--- config.mk ---
export PLATFORM = sky130hd
export DESIGN_NAME = sarsa_ctrl
export DESIGN_NICKNAME = d
export VERILOG_FILES = /design/src/hdl/sarsa_pkg.sv /design/src/hdl/sarsa_ctrl.sv
export SDC_FILE = /design/constraint.sdc
export NUM_CORES = 1
export LEC_CHECK = 0
export ABC_CLOCK_PERIOD_IN_PS = 1860
export BUFFER_PORTS_ARGS = -buffer_cell sky130_fd_sc_hd__buf_2
export CORE_AREA = 2 2 39 41
export CTS_CLUSTER_DIAMETER = 60
export CTS_CLUSTER_SIZE = 24
export DETAILED_ROUTE_END_ITERATION = 7
export DIE_AREA = 0 0 41 43
export GPL_TIMING_DRIVEN = 0
export SYNTH_ARGS = -nofsm -noshare
export SYNTH_HDL_FRONTEND = slang
export SYNTH_SLANG_ARGS = --single-unit
--- constraint.sdc ---
create_clock -name i_clk -period 1.86 [get_ports i_clk]
set_clock_uncertainty 0.2 [all_clocks]
set_input_delay 0.279 -clock i_clk [delete_from_list [all_inputs] [get_ports i_clk]]
set_output_delay 0.279 -clock i_clk [all_outputs]
set_load 0.1 [all_outputs]
--- src/hdl/sarsa_pkg.sv ---
// Shared types, constants and saturation helpers for the SARSA value-table update unit.
package sarsa_pkg;

    localparam int STATE_W  = 5;
    localparam int ACTION_W = 2;
    localparam int VALUE_W  = 32;
    localparam int COEF_W   = 16;
    localparam int PROD_W   = VALUE_W + COEF_W + 1;
    localparam int WIDE_W   = VALUE_W + 3;
    localparam int ADDR_W   = 3;
    localparam int DATA_W   = 32;

    localparam logic [COEF_W-1:0] STEP_SIZE_RST = 16'd32768;
    localparam logic [COEF_W-1:0] DISCOUNT_RST  = 16'd58982;

    localparam logic REG_STEP_SIZE = 1'b0;
    localparam logic REG_DISCOUNT  = 1'b1;

    localparam logic signed [VALUE_W-1:0] VAL_MAX = {1'b0, {(VALUE_W-1){1'b1}}};
    localparam logic signed [VALUE_W-1:0] VAL_MIN = {1'b1, {(VALUE_W-1){1'b0}}};

    typedef struct packed {
        logic clr;
        logic load;
        logic mul_disc;
        logic td;
        logic mul_step;
        logic upd;
    } t_dp_cmd;

    typedef struct packed {
        logic clr_last;
    } t_dp_stat;

    function automatic logic f_ovf(input logic signed [WIDE_W-1:0] x);
        return (x > WIDE_W'(VAL_MAX)) || (x < WIDE_W'(VAL_MIN));
    endfunction

    function automatic logic signed [VALUE_W-1:0] f_sat(input logic signed [WIDE_W-1:0] x);
        logic signed [VALUE_W-1:0] r;
        if (x > WIDE_W'(VAL_MAX)) begin
            r = VAL_MAX;
        end else if (x < WIDE_W'(VAL_MIN)) begin
            r = VAL_MIN;
        end else begin
            r = x[VALUE_W-1:0];
        end
        return r;
    endfunction

endpackage

--- src/hdl/sarsa_ctrl.sv ---
// Controller state machine sequencing table clear, read, multiply and write-back.
module sarsa_ctrl (
    input  logic                 i_clk,
    input  logic                 i_rst_n,
    input  logic                 i_start,
    input  sarsa_pkg::t_dp_stat  i_stat,
    output sarsa_pkg::t_dp_cmd   o_cmd,
    output logic                 o_busy
);

    typedef enum logic [5:0] {
        S_CLEAR = 6'b000001,
        S_IDLE  = 6'b000010,
        S_MUL1  = 6'b000100,
        S_TD    = 6'b001000,
        S_MUL2  = 6'b010000,
        S_UPD   = 6'b100000
    } t_state;

    t_state r_state;
    t_state n_state;

    always_ff @(posedge i_clk) begin
        if (!i_rst_n) begin
            r_state <= S_CLEAR;
        end else begin
            r_state <= n_state;
        end
    end

    always_comb begin
        n_state = r_state;
        o_cmd   = '0;
        unique case (r_state)
            S_CLEAR: begin
                o_cmd.clr = 1'b1;
                if (i_stat.clr_last) begin
                    n_state = S_IDLE;
                end
            end
            S_IDLE: begin
                if (i_start) begin
                    o_cmd.load = 1'b1;
                    n_state    = S_MUL1;
                end
            end
            S_MUL1: begin
                o_cmd.mul_disc = 1'b1;
                n_state        = S_TD;
            end
            S_TD: begin
                o_cmd.td = 1'b1;
                n_state  = S_MUL2;
            end
            S_MUL2: begin
                o_cmd.mul_step = 1'b1;
                n_state        = S_UPD;
            end
            S_UPD: begin
                o_cmd.upd = 1'b1;
                n_state   = S_IDLE;
            end
            default: n_state = S_CLEAR;
        endcase
    end

    assign o_busy = (r_state != S_IDLE);

endmodule

Yosys cells after proc, flatten, opt, wreduce, memory -nomap -nowiden
Cells that the tools add are included.
{ "op_classes": {"reduce_logical": 1, "n_mux": 10, "eq_ne": 9} }
{ "ops": {"columns": ["operator", "count"], "rows": [
  ["case mux 6 bit (6 select lines)", 1],
  ["two-way mux 6 bit", 2],
  ["two-way mux 1 bit", 7],
  ["equality test 6 x 1 -> 1 bit, second input constant", 1],
  ["equality test 6 x 2 -> 1 bit, second input constant", 1],
  ["equality test 6 x 3 -> 1 bit, second input constant", 1],
  ["equality test 6 x 4 -> 1 bit, second input constant", 1],
  ["equality test 6 x 5 -> 1 bit, second input constant", 1],
  ["equality test 6 bit, second input constant", 1],
  ["inequality test 6 x 2 -> 1 bit, second input constant", 1],
  ["inequality test 2 bit, second input constant", 2],
  ["AND reduction 2 bit", 1]
]} }
{ "totals": {"elab_cells": 21, "regBits": 6, "inputBits": 4} }

Longest topological paths before layout
Gate-level depths: netlist of run 1.
{ "depth": {"depth_word": 3, "ltp_mapped": 4} }

Least setup slack after synthesis of run 1
Ideal clock, no wire load.
{ "synth_path": {"path_kind": "register to output", "startpoint": "register r_state[3]", "endpoint": "output o_cmd[1] in the netlist's numbering", "path_stages_with_launch": 4, "arrival_ns": 2.717, "slack_ns": -1.336, "t_required_ns": 1.381, "path_cell_list": "dfxtp_1 -> nor2_1 -> nand3b_1 -> nor3_1"} }
{ "synth_rtl": {"columns": ["element", "line", "rtl"], "rows": [
  ["start, declared", "sarsa_ctrl.sv:20", "t_state r_state;"],
  ["start signal, assigned", "sarsa_ctrl.sv:27", "r_state <= n_state;"],
  ["end, declared", "sarsa_ctrl.sv:7", "output sarsa_pkg::t_dp_cmd o_cmd,"]
]} }

==> impl_metrics.toml, run 1 <==
[placed_design]
post-dp-hpwl_um = 630.1
pre_cts_slack_ps = -188.5
gp_congestion = 0.6946
portBuffers = 10

[global_route]
gr-total-overflow = 0
grt_start_max_net_pins = 8
grt_pass1_wl_um = 1656
grt_usage = 0.1388
first_global_vias = 392
antenna_found_initial = 0

[final_layout]
drive_above_1_share = 0.6452
largest-register = "r_state"
area_growth_pct = 92.12
nFillCells = 120
fin_util = 0.5072
finalNetCount = 68
register_area_um2 = 135.1
largest_reg_flops = 6
largestRegisters = "r_state (6)"
antennaDiodeCount = 0
multi_input_area_um2 = 297.8

[power]
ir_drop_uv = 245.7
p_per_area_nw_per_um2 = 764.1
leakage_uw = 0.0002683

[worst_setup_path]
worstPathRequired_ps = 1380
critPathArrivalTime_ps = 1460
worst-path-max-fanout = 4
cp-start-kind = "register"
end_kind = "primary output"
critPathKind = "reg -> out"

[cts]
clock_sinks = 6
numCtsBuffers = 3
htree_levels = 1
cts_buffer_depth = 2
cts_root_buffer = "clkbuf_4"
worst_skew_pair.late_latency_ps = 240
tritoncts = "done"
hold_buffers = 0
cts.clk_slew.worst_paths_ps = 50

[timing]
fmax_mhz = 516.9
final.period_utilization = 1.040
maxSlewHeadroom = 0.7486
fin_crit_ps = 1935
hold_violations = 0
slew_viol_final = 0
rsz0062_at_grt = "true"
setup_ws_ps = -74.65
setup_viol = 4
tightest_slew_ps = 374.8
timing.hold.ws_ps = 110.3

[floorplanning]
rows = 14
die-area_um2 = 1763
design.core.area_um2 = 1384
die_x_um = 41
start_util = 0.2640
pin_count = 11
die_h_um = 43

[yosys]
synth.top_cells.by_area = "dfxtp_1, and2_1, nor4_1"
syn_inst = 42
syn_area_um2 = 365.4
yosysTopAreaCellShare = 0.3288
ys_types = 24
postSynthRegisterBits = 6
yosysTopAreaCell = "dfxtp_1"
yosysWarnings = 0
syn_area_per_cell_um2 = 8.699
syn_nets = 46
ys_seq_area_frac = 0.3288

[routing]
drc = 0
wl_per_cell_um = 13.44
wl_um = 1048
vias_per_cell = 5.064
ant_nets = 0
num_vias = 395
drtPass1Iterations = 2
drt_iter0_markers = 4

[run_status]
status = "finished with violations"
failed_checks = "negative setup slack"

[job]
max_cap_violations = 0

[hold_path]
hold_path.class = "in -> reg"
==> power by group <==
part	internal (uW)	switching [uW]	total [uW]	leakage, uW
combinational	111	151	261	0.000203
clock	72.7	43.3	116	0.0000138
sequential	139	19.7	159	0.0000519
==> critical path, cell delays in order, from the launching register on <==
cell     delay [ps]
dfxtp_4         370
or4_4           550
nor2_4          120
buf_12          180
==> synth_stat cells <==
cell type,n
nand2b_1,1
a21oi_1,1
nor3_1,2
nor4b_1,2
and2_1,3
or4_4,1
o31ai_2,1
a211oi_1,1
o311ai_1,1
dfxtp_1,6
inv_1,1
nor4b_2,1
nor2_1,4
and3_1,1
nor4_1,3
xor2_1,1
buf_6,1
o211ai_1,1
clkbuf_1,1
o21a_1,1
nand2_1,3
nor2b_1,2
o2bb2a_2,1
nand3b_1,2
==> routing by layer <==
metal	routed length (um)	track usage	part of all wire
met5	0	0	0
met4	14	0.1000	0.013
met3	21	0.01571	0.020
met2	571	0.2281	0.54
met1	440	0.1521	0.42
==> layout by cell type (no fill, tap or decap), drive strengths merged <==
| cell | netlist | routed |
|---|---|---|
| buf | 1 | 19 |
| dfxtp | 6 | 6 |
| nor2 | 4 | 4 |
| nand2 | 3 | 3 |
| clkbuf | 1 | 3 |
| and2 | 3 | 3 |
| nor4b | 3 | 3 |
| nor4 | 3 | 3 |
| nor2b | 2 | 2 |
| nand3b | 2 | 2 |
| nor3 | 2 | 2 |
| or4 | 1 | 1 |
| nand2b | 1 | 1 |
| inv | 1 | 1 |
| and3 | 1 | 1 |
| o2bb2a | 1 | 1 |
| o31ai | 1 | 1 |
| a21oi | 1 | 1 |
| xor2 | 1 | 1 |
| a211oi | 1 | 1 |
| o311ai | 1 | 1 |
| o211ai | 1 | 1 |
| o21a | 1 | 1 |
==> layout make-up <==
class / count / area share
well taps: 16 / 0.02852
flip-flops and latches: 6 / 0.1925
repair buffers: 19 / 0.3173
inverters: 1 / 0.005348
clock buffers: 3 / 0.03209
multi-input cells: 33 / 0.4242
==> per-stage QoR <==
| stage | power, uW | std cells | setup TNS [ps] | area (um2) |
|---|---|---|---|---|
| floorplan | 320.2 | 42 | -174.8 | 402.9 |
| global placement | 348.5 | 68 | -601.6 | 473.0 |
| detailed placement | 349.2 | 68 | -584.4 | 473.0 |
| CTS | 547.0 | 77 | -449.2 | 654.4 |
| global route | 572.4 | 78 | -416.4 | 701.9 |
| finish | 536.3 | 78 | -124.0 | 701.9 |
==> logic make-up after synthesis <==
logic type | share of synthesized area
and+or+nand+nor | 0.4315
AOI/OAI and AO/OA | 0.1644
DFF | 0.3288
buffers and inverters | 0.05135
xor gates and xnor gates | 0.02398
==> what timing repair did <==
action	CTS	global route
buffers inserted	7	2
pin swaps	7	9
gates resized for setup	31	11
setup endpoints to repair	7	11
==> path summary, 6_finish.rpt <==
kind              start          to  slack [ps]  cells after the start
min reg2reg  r_state[5]  r_state[4]         270                      1
min             i_rst_n  r_state[2]         110                      2
max          r_state[2]    o_cmd[5]         -70                      3
max reg2reg  r_state[2]  r_state[1]         -20                      4
Note: power is estimated with default switching activity, not from simulation.
==> inputs of run 2 (changes only) <==
SKIP_CTS_REPAIR_TIMING = 1   (was not set)
==> impl_metrics.toml, run 2 (synthesis results as in run 1) <==
[worst_setup_path]
cp-start-kind = "register"
worstPathCellList = "or4_4 -> nor2_4 -> buf_12"
critPathArrivalTime_ps = 1480
end_kind = "primary output"
cpPeakStageDelay_ps = 590
worstPathRequired_ps = 1380
worst-path-max-fanout = 5
critPathKind = "reg -> out"
slowest_stage = "or4_4"

[final_layout]
fin_util = 0.5217
area_growth_pct = 97.60
finalNetCount = 70
largestRegisters = "r_state (6)"
drive_above_1_share = 0.6406
nFillCells = 130
finish.instance_area_um2 = 721.9
final_common_cell = "buf_4"
antennaDiodeCount = 0
largest_reg_flops = 6
largest-register = "r_state"
final_cell_mix = "buf_4, buf_12, clkbuf_4, buf_2"

[cts]
cts_root_buffer = "clkbuf_4"
worst_skew_pair.late_latency_ps = 240
htree_levels = 1
tritoncts = "done"
numCtsBuffers = 3
cts.clk_slew.worst_paths_ps = 50
cts_buffer_depth = 2
clock_sinks = 6

[power]
p_per_area_nw_per_um2 = 777.8
ir_drop_uv = 324.9
leakage_uw = 0.0002803
total_power_uw = 561.5

[placed_design]
post-dp-hpwl_um = 630.1
portBuffers = 10
gp_congestion = 0.6946
pre_cts_slack_ps = -188.5
place_area_um2 = 473.0

[routing]
wl_per_cell_um = 12.65
wl_um = 1012
num_vias = 406
drtPass1Iterations = 4
drc = 0
vias_per_cell = 5.075
ant_nets = 0
drt_iter0_markers = 7

[run_status]
failed_checks = "negative setup slack"
status = "finished with violations"

[timing]
timing.hold.ws_ps = 113.0
hold_violations = 0
final.period_utilization = 1.055
tightest_slew_ps = 382.2
setup_viol = 1
fin_crit_ps = 1962
maxSlewHeadroom = 0.7437
setup_ws_ps = -101.9
fmax_mhz = 509.7
rsz0062_at_grt = "true"
slew_viol_final = 0

[global_route]
grt_pass1_wl_um = 1338
gr-total-overflow = 0
first_global_vias = 328
antenna_found_initial = 0
grt_usage = 0.1137
grt_start_max_net_pins = 10

[floorplanning]
design.core.area_um2 = 1384
die_x_um = 41
die_h_um = 43
pin_count = 11
start_util = 0.2640
rows = 14
die-area_um2 = 1763

[job]
max_cap_violations = 0

[hold_path]
hold_path.class = "in -> reg"
[run 2: cell count changes in the layout (fill, tap and decap cells not counted)]
cell,delta
dfxtp_2,-1
buf_6,+2
nand2_2,+1
nand2_1,-1
dfxtp_4,-1
dfxtp_1,+2
[run 2: critical path: cells and delay by family, from the launching register on]
family | cells | cell delay (ps)
buffers and inverters | 1 | 180
DFF | 1 | 350
and+or+nand+nor | 2 | 710
[run 2: where the power goes]
part | switching, uW | total (uW) | internal (uW) | leakage [uW]
sequential | 15.4 | 155 | 140 | 0.0000508
clock | 43.3 | 116 | 72.7 | 0.0000138
combinational | 160 | 291 | 130 | 0.000216
total | 219 | 562 | 342 | 0.000280
[run 2: path summary, 6_finish.rpt]
check	from	slack, ps	endpoint	depth (start not counted)
max	r_state[3]	-100	o_cmd[5]	3
max reg2reg	r_state[3]	90	r_state[4]	3
min	i_rst_n	110	r_state[2]	2
min reg2reg	r_state[5]	290	r_state[4]	1
[run 2: routing by layer]
metal | global-route usage | routed length (um) | vias to the layer above
li1 | - | - | 202
met1 | 0.1424 | 426 | 190
met2 | 0.1594 | 542 | 12
met3 | 0.01571 | 29 | 2
met4 | 0.1000 | 14 | 0
met5 | 0 | 0 | -
[run 2: layout make-up]
| cell class | count | area [um2] | share of cell area |
|---|---|---|---|
| Buffer | 1 | 11.26 | 0.01560 |
| Clock buffer | 3 | 22.52 | 0.03120 |
| Inverter | 1 | 3.754 | 0.005199 |
| Multi-Input combinational cell | 33 | 300.3 | 0.4159 |
| Sequential cell | 6 | 130.1 | 0.1802 |
| Tap cell | 16 | 20.02 | 0.02773 |
| Timing Repair Buffer | 20 | 234.0 | 0.3241 |
[run 2: per-stage QoR]
| step | instances | TNS (ps) |
|---|---|---|
| floorplan | 42 | -174.8 |
| global placement | 68 | -601.6 |
| detailed placement | 68 | -584.4 |
| CTS | 71 | -2200 |
| global route | 80 | -336.6 |
| finish | 80 | -101.9 |
