File: config.mk
export PLATFORM = sky130hd
export DESIGN_NAME = sarsa_regs
export DESIGN_NICKNAME = d
export VERILOG_FILES = /design/src/hdl/sarsa_pkg.sv /design/src/hdl/sarsa_regs.sv
export SDC_FILE = /design/constraint.sdc
export NUM_CORES = 1
export LEC_CHECK = 0
export ABC_AREA = 1
export BUFFER_PORTS_ARGS = -buffer_cell sky130_fd_sc_hd__buf_4
export CAP_MARGIN = 10
export CORE_MARGIN = 2
export CORE_UTILIZATION = 43
export DETAILED_ROUTE_END_ITERATION = 10
export PLACE_DENSITY_LB_ADDON = 0.3
export SYNTH_ARGS = -nofsm -noshare
export SYNTH_HDL_FRONTEND = slang
export SYNTH_SLANG_ARGS = --single-unit
File: constraint.sdc
create_clock -name i_clk -period 1.1 [get_ports i_clk]
set_input_delay 0.22 -clock i_clk [delete_from_list [all_inputs] [get_ports i_clk]]
set_output_delay 0.22 -clock i_clk [all_outputs]
set_load 0.005 [all_outputs]
File: src/hdl/sarsa_pkg.sv
// Shared types, constants and saturation helpers for the SARSA value-table update unit.
package sarsa_pkg;

    localparam int STATE_W  = 5;
    localparam int ACTION_W = 2;
    localparam int VALUE_W  = 32;
    localparam int COEF_W   = 16;
    localparam int PROD_W   = VALUE_W + COEF_W + 1;
    localparam int WIDE_W   = VALUE_W + 3;
    localparam int ADDR_W   = 3;
    localparam int DATA_W   = 32;

    localparam logic [COEF_W-1:0] STEP_SIZE_RST = 16'd32768;
    localparam logic [COEF_W-1:0] DISCOUNT_RST  = 16'd58982;

    localparam logic REG_STEP_SIZE = 1'b0;
    localparam logic REG_DISCOUNT  = 1'b1;

    localparam logic signed [VALUE_W-1:0] VAL_MAX = {1'b0, {(VALUE_W-1){1'b1}}};
    localparam logic signed [VALUE_W-1:0] VAL_MIN = {1'b1, {(VALUE_W-1){1'b0}}};

    typedef struct packed {
        logic clr;
        logic load;
        logic mul_disc;
        logic td;
        logic mul_step;
        logic upd;
    } t_dp_cmd;

    typedef struct packed {
        logic clr_last;
    } t_dp_stat;

    function automatic logic f_ovf(input logic signed [WIDE_W-1:0] x);
        return (x > WIDE_W'(VAL_MAX)) || (x < WIDE_W'(VAL_MIN));
    endfunction

    function automatic logic signed [VALUE_W-1:0] f_sat(input logic signed [WIDE_W-1:0] x);
        logic signed [VALUE_W-1:0] r;
        if (x > WIDE_W'(VAL_MAX)) begin
            r = VAL_MAX;
        end else if (x < WIDE_W'(VAL_MIN)) begin
            r = VAL_MIN;
        end else begin
            r = x[VALUE_W-1:0];
        end
        return r;
    endfunction

endpackage

File: src/hdl/sarsa_regs.sv
// APB register block holding step size and discount.
module sarsa_regs (
    input  logic                                i_clk,
    input  logic                                i_rst_n,
    input  logic                                psel,
    input  logic                                penable,
    input  logic                                pwrite,
    input  logic [sarsa_pkg::ADDR_W-1:0]        paddr,
    input  logic [sarsa_pkg::DATA_W-1:0]        pwdata,
    output logic [sarsa_pkg::DATA_W-1:0]        prdata,
    output logic                                pready,
    output logic [sarsa_pkg::COEF_W-1:0]        o_step_size,
    output logic [sarsa_pkg::COEF_W-1:0]        o_discount
);

    logic [sarsa_pkg::COEF_W-1:0] r_step_size;
    logic [sarsa_pkg::COEF_W-1:0] r_discount;
    logic                         w_wr;
    logic                         w_reg_sel;
    logic [sarsa_pkg::ADDR_W-3:0] w_unused_low;

    assign pready       = 1'b1;
    assign w_wr         = psel & penable & pwrite & pready;
    assign w_reg_sel    = paddr[2];
    assign w_unused_low = paddr[1:1];

    always_ff @(posedge i_clk) begin
        if (!i_rst_n) begin
            r_step_size <= sarsa_pkg::STEP_SIZE_RST;
            r_discount  <= sarsa_pkg::DISCOUNT_RST;
        end else if (w_wr) begin
            unique case (w_reg_sel)
                sarsa_pkg::REG_STEP_SIZE: r_step_size <= pwdata[sarsa_pkg::COEF_W-1:0];
                sarsa_pkg::REG_DISCOUNT:  r_discount  <= pwdata[sarsa_pkg::COEF_W-1:0];
                default: ;
            endcase
        end
    end

    always_comb begin
        unique case (w_reg_sel)
            sarsa_pkg::REG_STEP_SIZE: prdata = {{(sarsa_pkg::DATA_W-sarsa_pkg::COEF_W){1'b0}},
                                                r_step_size};
            sarsa_pkg::REG_DISCOUNT:  prdata = {{(sarsa_pkg::DATA_W-sarsa_pkg::COEF_W){1'b0}},
                                                r_discount};
            default:                  prdata = {sarsa_pkg::DATA_W{w_unused_low[0]}};
        endcase
    end

    assign o_step_size = r_step_size;
    assign o_discount  = r_discount;

endmodule

# == Word level (Yosys, flattened, before mapping) ==
# Cells that the tools add are included.
# word_totals
elab_cells,8
mem_bits_ro,0
latch_bits,0
ram_bits,0
memories,0
reg_bits,32
# op_classes
n_bitwise,3
n_shift,0
mux,1
order_cmp,0
reduce_logical,2
n_mul,0
eq_ne,0
addsub,0
n_div,0
# ops
operator,count
32-bit case mux with 2 select lines,1
2-bit AND reduction,2
1-bit bitwise AND,2
1-bit NOT,1

# == Depth between registers and ports, before layout ==
# Gate-level depths: netlist of run 1.
# logic_depth
word_depth,3
ltp_mapped,6
depth_no_buf,5

# == Least setup slack after synthesis of run 1 ==
# No wires, ideal clock.
# synth_timing
path_type,input port to output port
startpoint,in paddr[2] in the netlist's numbering
endpoint,out prdata[0] in the netlist's numbering
arrival_ns,0.731
cell_stages,5
path_slack_ns,0.149
path_cell_list,buf_6 -> inv_4 -> buf_2 -> nand2_1 -> nand2_1
# synth_via
elab_chain_len,2
# synth_lines
item,line_no,rtl
"start, declared",sarsa_regs.sv:8,"input logic [sarsa_pkg::ADDR_W-1:0] paddr,"
1-bit NOT,n/a,
32-bit case mux with 2 select lines *,sarsa_regs.sv:41,unique case (w_reg_sel)
"end, declared",sarsa_regs.sv:10,"output logic [sarsa_pkg::DATA_W-1:0] prdata,"
# Every way passes the cells marked *; elsewhere a longest branch is shown, timed or not. The select of a mux whose other input is x is not followed.

# == Worst setup path after layout of run 1 ==
# layout_timing
startpoint,reg r_step_size (netlist bit o_step_size[4])
endpoint,out o_step_size[4] in the netlist's numbering
# layout_lines
item,line_no,rtl
"start, declared",sarsa_regs.sv:16,logic [sarsa_pkg::COEF_W-1:0] r_step_size;
"start signal, assigned",sarsa_regs.sv:29,r_step_size <= sarsa_pkg::STEP_SIZE_RST;
"start signal, assigned",sarsa_regs.sv:33,sarsa_pkg::REG_STEP_SIZE: r_step_size <= pwdata[sarsa_pkg::COEF_W-1:0];
"end, declared",sarsa_regs.sv:12,"output logic [sarsa_pkg::COEF_W-1:0] o_step_size,"
# No word-level cell between the ends.

==> results of run 1 <==
-- flip-flops by register name (all words and copies together) (netlist names) --
signal,count
o_discount,16
o_step_size,16
-- worst paths after layout --
path                            slack (ns)  cells after the start              to
worst max-delay path                  0.02                      2  o_step_size[4]
worst max register to register        0.49                      2  o_discount[14]
worst min-delay path                  0.15                      3   o_discount[1]
worst min register to register        0.46                      2  o_discount[10]
-- Yosys cell counts, types with 2 or more instances --
cell type | number | area [µm²]
sky130_fd_sc_hd__buf_2 | 5 | 25.0
sky130_fd_sc_hd__buf_4 | 17 | 128
sky130_fd_sc_hd__buf_6 | 4 | 45.0
sky130_fd_sc_hd__clkbuf_1 | 2 | 7.51
sky130_fd_sc_hd__conb_1 | 2 | 7.51
sky130_fd_sc_hd__dfxtp_1 | 32 | 641
sky130_fd_sc_hd__inv_1 | 16 | 60.1
sky130_fd_sc_hd__nand2_1 | 90 | 338
sky130_fd_sc_hd__nand3_1 | 32 | 160
sky130_fd_sc_hd__nor2_1 | 42 | 158
sky130_fd_sc_hd__nor2_2 | 2 | 12.5
sky130_fd_sc_hd__nor2_8 | 2 | 40.0
-- cell type report --
class | instances | area, µm²
Sequential cell | 32 | 679
Clock inverter | 1 | 30.0
Tap cell | 48 | 60.1
Clock buffer | 7 | 96.3
Fill cell | 376 | 1310
Multi-Input combinational cell | 189 | 825
Inverter | 17 | 68.8
Timing Repair Buffer | 82 | 648
-- worst min-delay path, cell delays in order --
cell and delay (ns):
sky130_fd_sc_hd__buf_4 0.08, sky130_fd_sc_hd__nand2_1 0.04, sky130_fd_sc_hd__nand3_1 0.06
-- power by group --
| group | internal [W] | switching, W |
|---|---|---|
| clock | 0.000799 | 0.000431 |
| combinational | 0.000237 | 0.000230 |
| sequential | 0.00121 | 0.0000319 |
| total | 0.00224 | 0.000694 |
-- logic make-up (layout without fill, tap and decap cells) --
logic type / Yosys count / in the layout / synth area share
AND/OR/NAND/NOR: 171 / 171 / 0.441
buffers and inverters: 47 / 107 / 0.172
flip-flops: 32 / 32 / 0.380
other: 2 / 17 / 0.00445
AO/OA/AOI/OAI: 1 / 1 / 0.00296
-- per-stage QoR --
step	TNS, ns	hold slack, ns	std cells	cell area, µm²
final	0	0.151	376	2410
after floorplan	0	0.341	268	1740
after detailed placement	0	0.447	367	2210
after global routing	-0.140	0.151	376	2410
after global placement	0	0.443	367	2210
after CTS	0	0.144	375	2350
-- layer usage --
layer,global-route usage,vias up,share of wire,routed length [µm]
met2,0.326,65,0.48,1950
met1,0.233,762,0.42,1730
met5,0,-,0,0
met4,0.0689,0,0.014,59
li1,-,882,-,-
met3,0.0659,7,0.082,333
-- timing repair --
item / in CTS / in global routing
setup endpoints to repair: 6 / 16
hold buffers: 0 / 0
buffers inserted: 0 / 1
pin swaps: 0 / 9
gates resized for setup: 7 / 32
==> results.md, run 1 <==
* Run status: finished clean
* Die Ht at 66.6 µm
* Starting utilization of the core area at 0.454
* First-pass detailed-route iteration total at 4
* Drt drc at 0
* Predominant post-synthesis flop cell: sky130_fd_sc_hd__dfxtp_1
* Post-Route Skew at 0 ns
* Maximum number of pins on one net before global-route repair at 33
* Cell Pwr Density at 1220 mW/mm²
* Portion of the post-synthesis area used by sequential elements at 0.380
* Core utilization of the finished layout at 0.648
* Final weighted congestion in routability-driven placement at 0.756
* Number of diodes added for antenna fixing at 0
* Post-synth EDFFs at 0
* Largest stage delay on the critical path at 0.33 ns
* Number of instances in the synthesized netlist at 253
* Critical path's most frequent cell: sky130_fd_sc_hd__buf_4
* Setup repair after global routing missed its margin: yes
* Final count of hold timing violations at 0
* All-Layer GR Usage at 0.196
* Worst Setup SP: o_step_size[4]
* Cell at the root of the clock tree: sky130_fd_sc_hd__clkbuf_8
* Area enclosed by the die boundary at 0.00444 mm²
* Mapped Area at 0.00169 mm²
* Max-capacitance violation count at 0
* Standard cell with the maximum stage delay on the critical path: sky130_fd_sc_hd__dfxtp_2
* Number of H-tree branching levels at 2
* Bufs on Longest Clock Path at 2
* Total of flip-flops plus latches after synthesis at 32
* Arrival time of data at the critical path endpoint at 0.86 ns
* Global route total overflow at 0
* Start point of the worst min-delay path: pwdata[1]
* Global-route wire length before repair at 6.50 mm
* Post-Syn Area per Cell at 6.67 µm²
* Insertion delay of the later-clocked pin in the worst-skew pair at 0.29 ns
* Max-slew violation total from the final report at 0
* Number of antenna violations at the first check in global routing at 0
* Worst Slack Setup Final at 0.0212 ns
* Count of standard-cell rows at 22
* Startpoint-to-endpoint class of the critical path: flip-flop to primary output
* Maximum fanout along the worst path at 3
* Post-DR wirelength/cell at 10.8 µm
* Wire length after detailed routing at 4.08 mm
* Final critical path time including I/O delays and setup at 1.08 ns
* Number of buffers added on ports at 69
* Post-synth ARST share at 0
* Clock Sink Count at 32
* Ratio of final minimum period to clock period at 0.981
* Most frequent standard cell in the layout excluding fill and tap cells: sky130_fd_sc_hd__nand2_1
* Setup Viol. Count Final at 0
* Synth-to-Final Area Change at 42.7%
* Tot Pwr at 0.00294 W
* Number of nets in the final layout at 367
* Via Count at 1,716
* Post-detailed-route via-to-cell ratio at 4.56
* I/O pin count at 105
* Top library cells by usage in the layout, fill and taps aside: 85 x sky130_fd_sc_hd__nand2_1, 78 x sky130_fd_sc_hd__buf_4, 42 x sky130_fd_sc_hd__nor2_1
* Worst vdd rail ir drop at 0.828 mV
* Core Box Area at 0.00372 mm²
* TritonCTS clock tree: yes
* Number of buffers and inverters on the critical path at 2
* Number of nets with antenna violations after routing at 0
* Class of the most critical hold timing path: input port to flip-flop
* Worst Setup End Kind: primary output
* Fraction of final layout cells sized beyond drive strength 1 at 0.409
* Launch instance of the worst register-to-register path: o_discount[14]
* Half-perimeter wire length of the detailed placement result at 2.79 mm
* Die width at 66.6 µm
* Cell class contributing the biggest share of worst-path delay: flip-flops
* Crit path cell chain: buf_4 > buf_4
* Count of different cell masters after synthesis at 19
* Number of buffers added by the clock tree synthesis step at 5
* Achievable Freq at 0.927 GHz
* Vias in the first global route at 1,420
* Leakage at 1.30 nW
* Initial detailed-routing violation count at 79
* Critical Path Start Type: flip-flop
* Clock-pin slew reported for the worst setup and hold paths after clock tree synthesis at 0.07 ns
* Pre-CTS setup slack at 0.0317 ns
* Worst EP required at 0.88 ns
* Yosys Warn Count at 0
Note: power is estimated with default switching activity, not from simulation.
==> run 2: changes to the inputs <==
--- a/config.mk
+++ b/config.mk
@@ -5,11 +5,10 @@
 export SDC_FILE = /design/constraint.sdc
 export NUM_CORES = 1
 export LEC_CHECK = 0
-export ABC_AREA = 1
 export BUFFER_PORTS_ARGS = -buffer_cell sky130_fd_sc_hd__buf_4
-export CAP_MARGIN = 10
+export CAP_MARGIN = 20
 export CORE_MARGIN = 2
-export CORE_UTILIZATION = 43
+export CORE_UTILIZATION = 42
 export DETAILED_ROUTE_END_ITERATION = 10
 export PLACE_DENSITY_LB_ADDON = 0.3
 export SYNTH_ARGS = -nofsm -noshare
==> results.md, run 2 <==
* Standard cell with the maximum stage delay on the critical path: sky130_fd_sc_hd__dfxtp_2
* Post-synth ARST share at 0 (unchanged)
* Number of buffers added on ports at 69 (unchanged)
* First-pass detailed-route iteration total at 4 (unchanged)
* Number of H-tree branching levels at 2 (unchanged)
* Maximum number of pins on one net before global-route repair at 28 (-15%)
* Number of placed instances, taps included at 283 (-23%)
* Via Count at 1,463 (-15%)
* Clock-pin slew reported for the worst setup and hold paths after clock tree synthesis at 0.06 ns (about the same)
* Critical Path Start Type: flip-flop
* Maximum fanout along the worst path at 2 (-1)
* Number of inserted filler cells in the final layout at 283 (-25%)
* Worst EP required at 0.88 ns (about the same)
* Number of instances in the synthesized netlist at 169 (-33%)
* Bufs on Longest Clock Path at 2 (unchanged)
* Number of buffers and inverters on the critical path at 1 (-1)
* Ratio of final minimum period to clock period at 1.10 (+0.119)
* Number of antenna violations at the first check in global routing at 0 (unchanged)
* Final count of hold timing violations at 0 (unchanged)
* Worst Setup End Kind: primary output
* Post-route non-filler standard cell count at 320 (-15%)
* Final critical path time including I/O delays and setup at 1.21 ns (+0.131 ns)
* Largest stage delay on the critical path at 0.33 ns (about the same)
* Fraction of final layout cells sized beyond drive strength 1 at 0.596 (+0.187)
* Area enclosed by the die boundary at 0.00440 mm² (-0.97%)
* Number of buffers added by the clock tree synthesis step at 5 (unchanged)
* Worst Slack Setup Final at -0.110 ns (-0.131 ns)
* Half-perimeter wire length of the detailed placement result at 2.67 mm (-4.4%)
* Die Ht at 66.3 µm (-0.49%)
* Post-Route Skew at 0 ns (unchanged)
* Startpoint-to-endpoint class of the critical path: flip-flop to primary output
* Setup Viol. Count Final at 16 (+16)
* Failing checks: setup timing
* Post-Syn Area per Cell at 9.65 µm² (+45%)
* Core Box Area at 0.00369 mm² (-0.74%)
* Max-slew violation total from the final report at 0 (unchanged)
* Number of nets in the final layout at 312 (-15%)
* Run status: complete, but fails checks
* Achievable Freq at 0.827 GHz (-11%)
* Wire length after detailed routing at 4.05 mm (-0.52%)
* Final weighted congestion in routability-driven placement at 0.656 (-13%)
* Global-route wire length before repair at 6.23 mm (-4.1%)
* TritonCTS clock tree: yes
* Setup repair after global routing missed its margin: yes
* Number of diodes added for antenna fixing at 0 (unchanged)
* Die width at 66.3 µm (-0.49%)
* All-Layer GR Usage at 0.186 (-0.0101)
* Number of nets with antenna violations after routing at 0 (unchanged)
* Cell type with the highest aggregate area in the netlist: sky130_fd_sc_hd__dfxtp_1
* Cell class contributing the biggest share of worst-path delay: flip-flops
* Vias in the first global route at 1,334 (-6.1%)
* Crit path cell chain: mux2_4 > buf_6
* Worst reg-to-reg setup slack at 0.36 ns (-0.13 ns)
* Global route total overflow at 0 (unchanged)
* Post-layout instance area at 0.00266 mm² (+11%)
* Area share of the largest cell type after synthesis at 0.393 (+0.0131)
* Core utilization of the finished layout at 0.722 (+0.0740)
* I/O pin count at 105 (unchanged)
* Post-synth EDFFs at 0 (unchanged)
* Arrival time of data at the critical path endpoint at 0.99 ns (+0.13 ns)
* Synth-to-Final Area Change at 63.3%
* Max-capacitance violation count at 0 (unchanged)
* Initial detailed-routing violation count at 57 (-28%)
* Starting utilization of the core area at 0.442 (-0.0119)
* Most frequently used cell type in the post-synthesis netlist: sky130_fd_sc_hd__nand2_1
* Worst vdd rail ir drop at 0.556 mV (-33%)
* Drt drc at 0 (unchanged)
* Leading cell types by total area after synthesis: sky130_fd_sc_hd__dfxtp_1 39%, sky130_fd_sc_hd__mux2i_1 20%, sky130_fd_sc_hd__mux2_2 11%
* Class of the most critical hold timing path: input port to flip-flop
* Top library cells by usage in the layout, fill and taps aside: 79 x sky130_fd_sc_hd__buf_4, 37 x sky130_fd_sc_hd__nand2_1, 32 x sky130_fd_sc_hd__mux2i_1
* Insertion delay of the later-clocked pin in the worst-skew pair at 0.27 ns (-0.02 ns)
* Cell at the root of the clock tree: sky130_fd_sc_hd__clkbuf_8
* Synth top cells by count: 37 x sky130_fd_sc_hd__nand2_1, 32 x sky130_fd_sc_hd__dfxtp_1, 32 x sky130_fd_sc_hd__mux2i_1, 19 x sky130_fd_sc_hd__nor2b_1, 17 x sky130_fd_sc_hd__buf_4
* Count of different cell masters after synthesis at 14 (-5)
* Cell Pwr Density at 933 mW/mm² (-24%)
* Total cell area at the placement stage at 0.00218 mm² (-1.5%)
* Portion of the post-synthesis area used by sequential elements at 0.393 (+0.0131)
* Pre-CTS setup slack at -0.0600 ns (-0.0916 ns)
* Total of flip-flops plus latches after synthesis at 32 (unchanged)
* Post-detailed-route via-to-cell ratio at 4.57 (+0.18%)
* Mapped Area at 0.00163 mm² (-3.3%)
* Clock Sink Count at 32 (unchanged)
* Yosys Warn Count at 0 (unchanged)
* Leakage at 1.26 nW (-3.2%)
* Count of standard-cell rows at 22 (unchanged)
* Predominant post-synthesis flop cell: sky130_fd_sc_hd__dfxtp_1
* Post-DR wirelength/cell at 12.7 µm (+17%)
* Most frequent standard cell in the layout excluding fill and tap cells: sky130_fd_sc_hd__buf_4
==> run 2: path summary, 6_finish.rpt <==
kind                           to  cells past startpoint            from
hold reg to reg    o_step_size[8]                      2  o_step_size[8]
hold / removal    o_step_size[13]                      3      pwdata[13]
setup / recovery        prdata[2]                      2  o_step_size[2]
setup reg to reg    o_discount[1]                      3   o_discount[1]
==> run 2: per-stage QoR <==
step           power, W  hold slack (ns)  setup TNS [ns]
2_1_floorplan   0.00144            0.362               0
3_3_place_gp    0.00158            0.461          -0.781
3_5_place_dp    0.00159            0.470           -1.00
4_1_cts         0.00250            0.193           -1.67
5_1_grt         0.00260            0.197           -2.10
6_report        0.00248            0.197           -1.62
==> run 2: cell families (layout without fill, tap and decap cells) <==
| kind of cell | count (synthesis) | after routing | synth area share |
|---|---|---|---|
| mux | 48 | 48 | 0.307 |
| buf+inv | 28 | 116 | 0.122 |
| flops | 32 | 32 | 0.393 |
| other cells | 2 | 17 | 0.00461 |
| simple gates | 59 | 59 | 0.173 |
==> run 2: layout make-up <==
class                           instances  area [µm²]  area share
Timing Repair Buffer                  109         957       0.359
Multi-Input combinational cell        124         888       0.334
Clock buffer                            6        72.6      0.0273
Clock inverter                          1        5.00     0.00188
Tap cell                               48        60.1      0.0226
Sequential cell                        32         679       0.255
==> run 2: where the power goes <==
group	switching [W]	total, W	internal (W)	leakage [nW]
sequential	0.0000170	0.00121	0.00119	0.265
clock	0.000407	0.000836	0.000429	0.0410
combinational	0.000169	0.000441	0.000272	0.950
total	0.000593	0.00248	0.00189	1.26
==> run 2: worst min-delay path, delay by kind of cell <==
family / cells / cell delay [ns]
buf+inv: 1 / 0.11
simple gates: 1 / 0.05
mux: 1 / 0.05
==> run 2: per-layer routing <==
layer / vias up / track usage / part of all wire / wire, µm
li1: 722 / - / - / -
met1: 677 / 0.226 / 0.44 / 1790
met2: 61 / 0.319 / 0.48 / 1940
met3: 3 / 0.0596 / 0.073 / 296
met4: 0 / 0.0383 / 0.0062 / 25
met5: - / 0 / 0 / 0
==> run 2: what timing repair did <==
action	CTS	global route
hold buffers	0	0
endpoints found under the hold margin	0	0
gates resized for setup	55	14
setup endpoints to repair	16	30
setup buffers	30	0
==> run 3: changes to the inputs <==
--- a/config.mk
+++ b/config.mk
@@ -5,7 +5,7 @@
 export SDC_FILE = /design/constraint.sdc
 export NUM_CORES = 1
 export LEC_CHECK = 0
-export BUFFER_PORTS_ARGS = -buffer_cell sky130_fd_sc_hd__buf_4
+export BUFFER_PORTS_ARGS = -buffer_cell sky130_fd_sc_hd__buf_2
 export CAP_MARGIN = 20
 export CORE_MARGIN = 2
 export CORE_UTILIZATION = 42
==> results.md, run 3 (synthesized netlist as in run 2, its figures left out) <==
* Clock Sink Count at 32 (unchanged)
* Relative contribution of the clock network to total power at 0.344 (+0.007)
* All-Layer GR Usage at 0.179 (-0.00635)
* Setup repair after global routing missed its margin: yes
* Maximum fanout along the worst path at 3 (+1)
* Worst EP required at 0.88 ns (about the same)
* Int Power at 0.00182 W (-3.6%)
* Global route total overflow at 0 (unchanged)
* Run status: complete, but fails checks
* Worst Slack Setup Final at -0.106 ns (+0.00361 ns)
* Post-DR wirelength/cell at 12.1 µm (-4.5%)
* Clock-pin slew reported for the worst setup and hold paths after clock tree synthesis at 0.06 ns (about the same)
* Core Box Area at 0.00369 mm² (unchanged)
* Number of buffers added by the clock tree synthesis step at 5 (unchanged)
* Failing checks: setup timing
* TritonCTS clock tree: yes
* Number of diodes added for antenna fixing at 0 (unchanged)
* Maximum number of pins on one net before global-route repair at 57 (+100%)
* Wire length after detailed routing at 3.77 mm (-6.9%)
* Count of standard-cell rows at 22 (unchanged)
* Post-Route Skew at 0 ns (unchanged)
* Half-perimeter wire length of the detailed placement result at 2.45 mm (-8.4%)
* Final critical path time including I/O delays and setup at 1.21 ns (-0.00361 ns)
* Final count of hold timing violations at 0 (unchanged)
* Tot Pwr at 0.00239 W (-3.6%)
* Flop pwr share at 0.503 (+0.017)
* Number of nets in the final layout at 304 (-2.6%)
* Die Ht at 66.3 µm (unchanged)
* Achievable Freq at 0.829 GHz (+0.30%)
* Global-route wire length before repair at 6.01 mm (-3.5%)
* Max-slew violation total from the final report at 0 (unchanged)
* Number of placed instances, taps included at 281 (-0.71%)
* Cell at the root of the clock tree: sky130_fd_sc_hd__clkbuf_8
* Number of H-tree branching levels at 2 (unchanged)
* Switching part of the total power at 0.238 (-0.000498)
* Most frequent standard cell in the layout excluding fill and tap cells: sky130_fd_sc_hd__buf_2
* Ratio of final minimum period to clock period at 1.10 (-0.00328)
* Cell Pwr Density at 1010 mW/mm² (+7.8%)
* Die width at 66.3 µm (unchanged)
* Insertion delay of the later-clocked pin in the worst-skew pair at 0.27 ns (about the same)
* Total net switching power at 0.000570 W (-3.8%)
* Drt drc at 0 (unchanged)
* I/O pin count at 105 (unchanged)
* Initial detailed-routing violation count at 57 (unchanged)
* Max-capacitance violation count at 0 (unchanged)
* Fraction of final layout cells sized beyond drive strength 1 at 0.587 (-0.00847)
* Area enclosed by the die boundary at 0.00440 mm² (unchanged)
* Number of nets with antenna violations after routing at 0 (unchanged)
* Startpoint-to-endpoint class of the critical path: flip-flop to primary output
* Via Count at 1,416 (-3.2%)
* Critical Path Start Type: flip-flop
* Combinational fraction of design power at 0.152 (-0.026)
* Starting utilization of the core area at 0.442 (unchanged)
* Post-detailed-route via-to-cell ratio at 4.54 (-0.73%)
* Number of antenna violations at the first check in global routing at 0 (unchanged)
* Arrival time of data at the critical path endpoint at 0.99 ns (about the same)
* Worst vdd rail ir drop at 0.609 mV (+9.4%)
* Worst Setup End Kind: primary output
* Bufs on Longest Clock Path at 2 (unchanged)
* Final weighted congestion in routability-driven placement at 0.618 (-5.8%)
* Leakage at 1.15 nW (-8.4%)
* Post-route non-filler standard cell count at 312 (-2.5%)
* Vias in the first global route at 1,300 (-2.5%)
* Post-Route Setup TNS at -1.45 ns (+0.173 ns)
* Number of buffers added on ports at 69 (unchanged)
* Top library cells by usage in the layout, fill and taps aside: 59 x sky130_fd_sc_hd__buf_2, 37 x sky130_fd_sc_hd__nand2_1, 32 x sky130_fd_sc_hd__mux2i_1, 32 x sky130_fd_sc_hd__dfxtp_2, 29 x sky130_fd_sc_hd__buf_4
* Synth-to-Final Area Change at 46.0%
* Setup Viol. Count Final at 16 (unchanged)
* Class of the most critical hold timing path: input port to flip-flop
* First-pass detailed-route iteration total at 4 (unchanged)
## run 3: cell type report
cell class              instances  area, µm²
clock inverters                 1       5.00
fillers                       327       1310
clock buffers                   6       72.6
well taps                      48       60.1
multi-input cells             124        877
flip-flops and latches         32        681
repair buffers                101        686
## run 3: routing by layer
metal,vias up,track usage,wire length (µm)
met5,-,0,0
met4,0,0.0612,34
met3,4,0.0511,281
met2,55,0.296,1770
met1,649,0.222,1690
li1,708,-,-
## run 3: final timing paths
check / start / to / slack (ns) / cells after the start
hold reg to reg: o_step_size[7] / o_step_size[7] / 0.46 / 2
setup / recovery: o_step_size[1] / prdata[1] / -0.11 / 2
hold / removal: pwdata[10] / o_step_size[10] / 0.20 / 3
setup reg to reg: o_discount[1] / o_discount[1] / 0.36 / 3
## run 3: metrics by stage
step | cell area, µm² | hold slack [ns] | setup slack (ns) | util
2_1_floorplan | 1690 | 0.362 | 0.00205 | -
5_1_grt | 2380 | 0.202 | -0.140 | 0.646
4_1_cts | 2340 | 0.186 | -0.115 | 0.634
6_report | 2380 | 0.198 | -0.106 | 0.646
3_3_place_gp | 1990 | 0.453 | -0.0841 | 0.540
3_5_place_dp | 1990 | 0.462 | -0.0818 | 0.540
## run 3: critical path, stage by stage, from the launching register on
cell and delay [ns]:
sky130_fd_sc_hd__dfxtp_2 0.33, sky130_fd_sc_hd__mux2_4 0.27, sky130_fd_sc_hd__buf_6 0.12
## run 3: timing repair
action | in CTS | in global routing
pin swaps | 0 | 0
hold buffers | 0 | 0
buffers inserted | 23 | 1
resized for setup | 43 | 7
endpoints found under the setup margin | 16 | 19
## run 3: power groups by stage
stage | Sequential [W] | Clock, W | Combinational, W
2_1_floorplan | 0.00123 | 0 | 0.000214
3_3_place_gp | 0.00123 | 0 | 0.000299
4_1_cts | 0.00120 | 0.000858 | 0.000355
3_5_place_dp | 0.00123 | 0 | 0.000304
5_1_grt | 0.00121 | 0.000915 | 0.000403
6_report | 0.00120 | 0.000825 | 0.000364
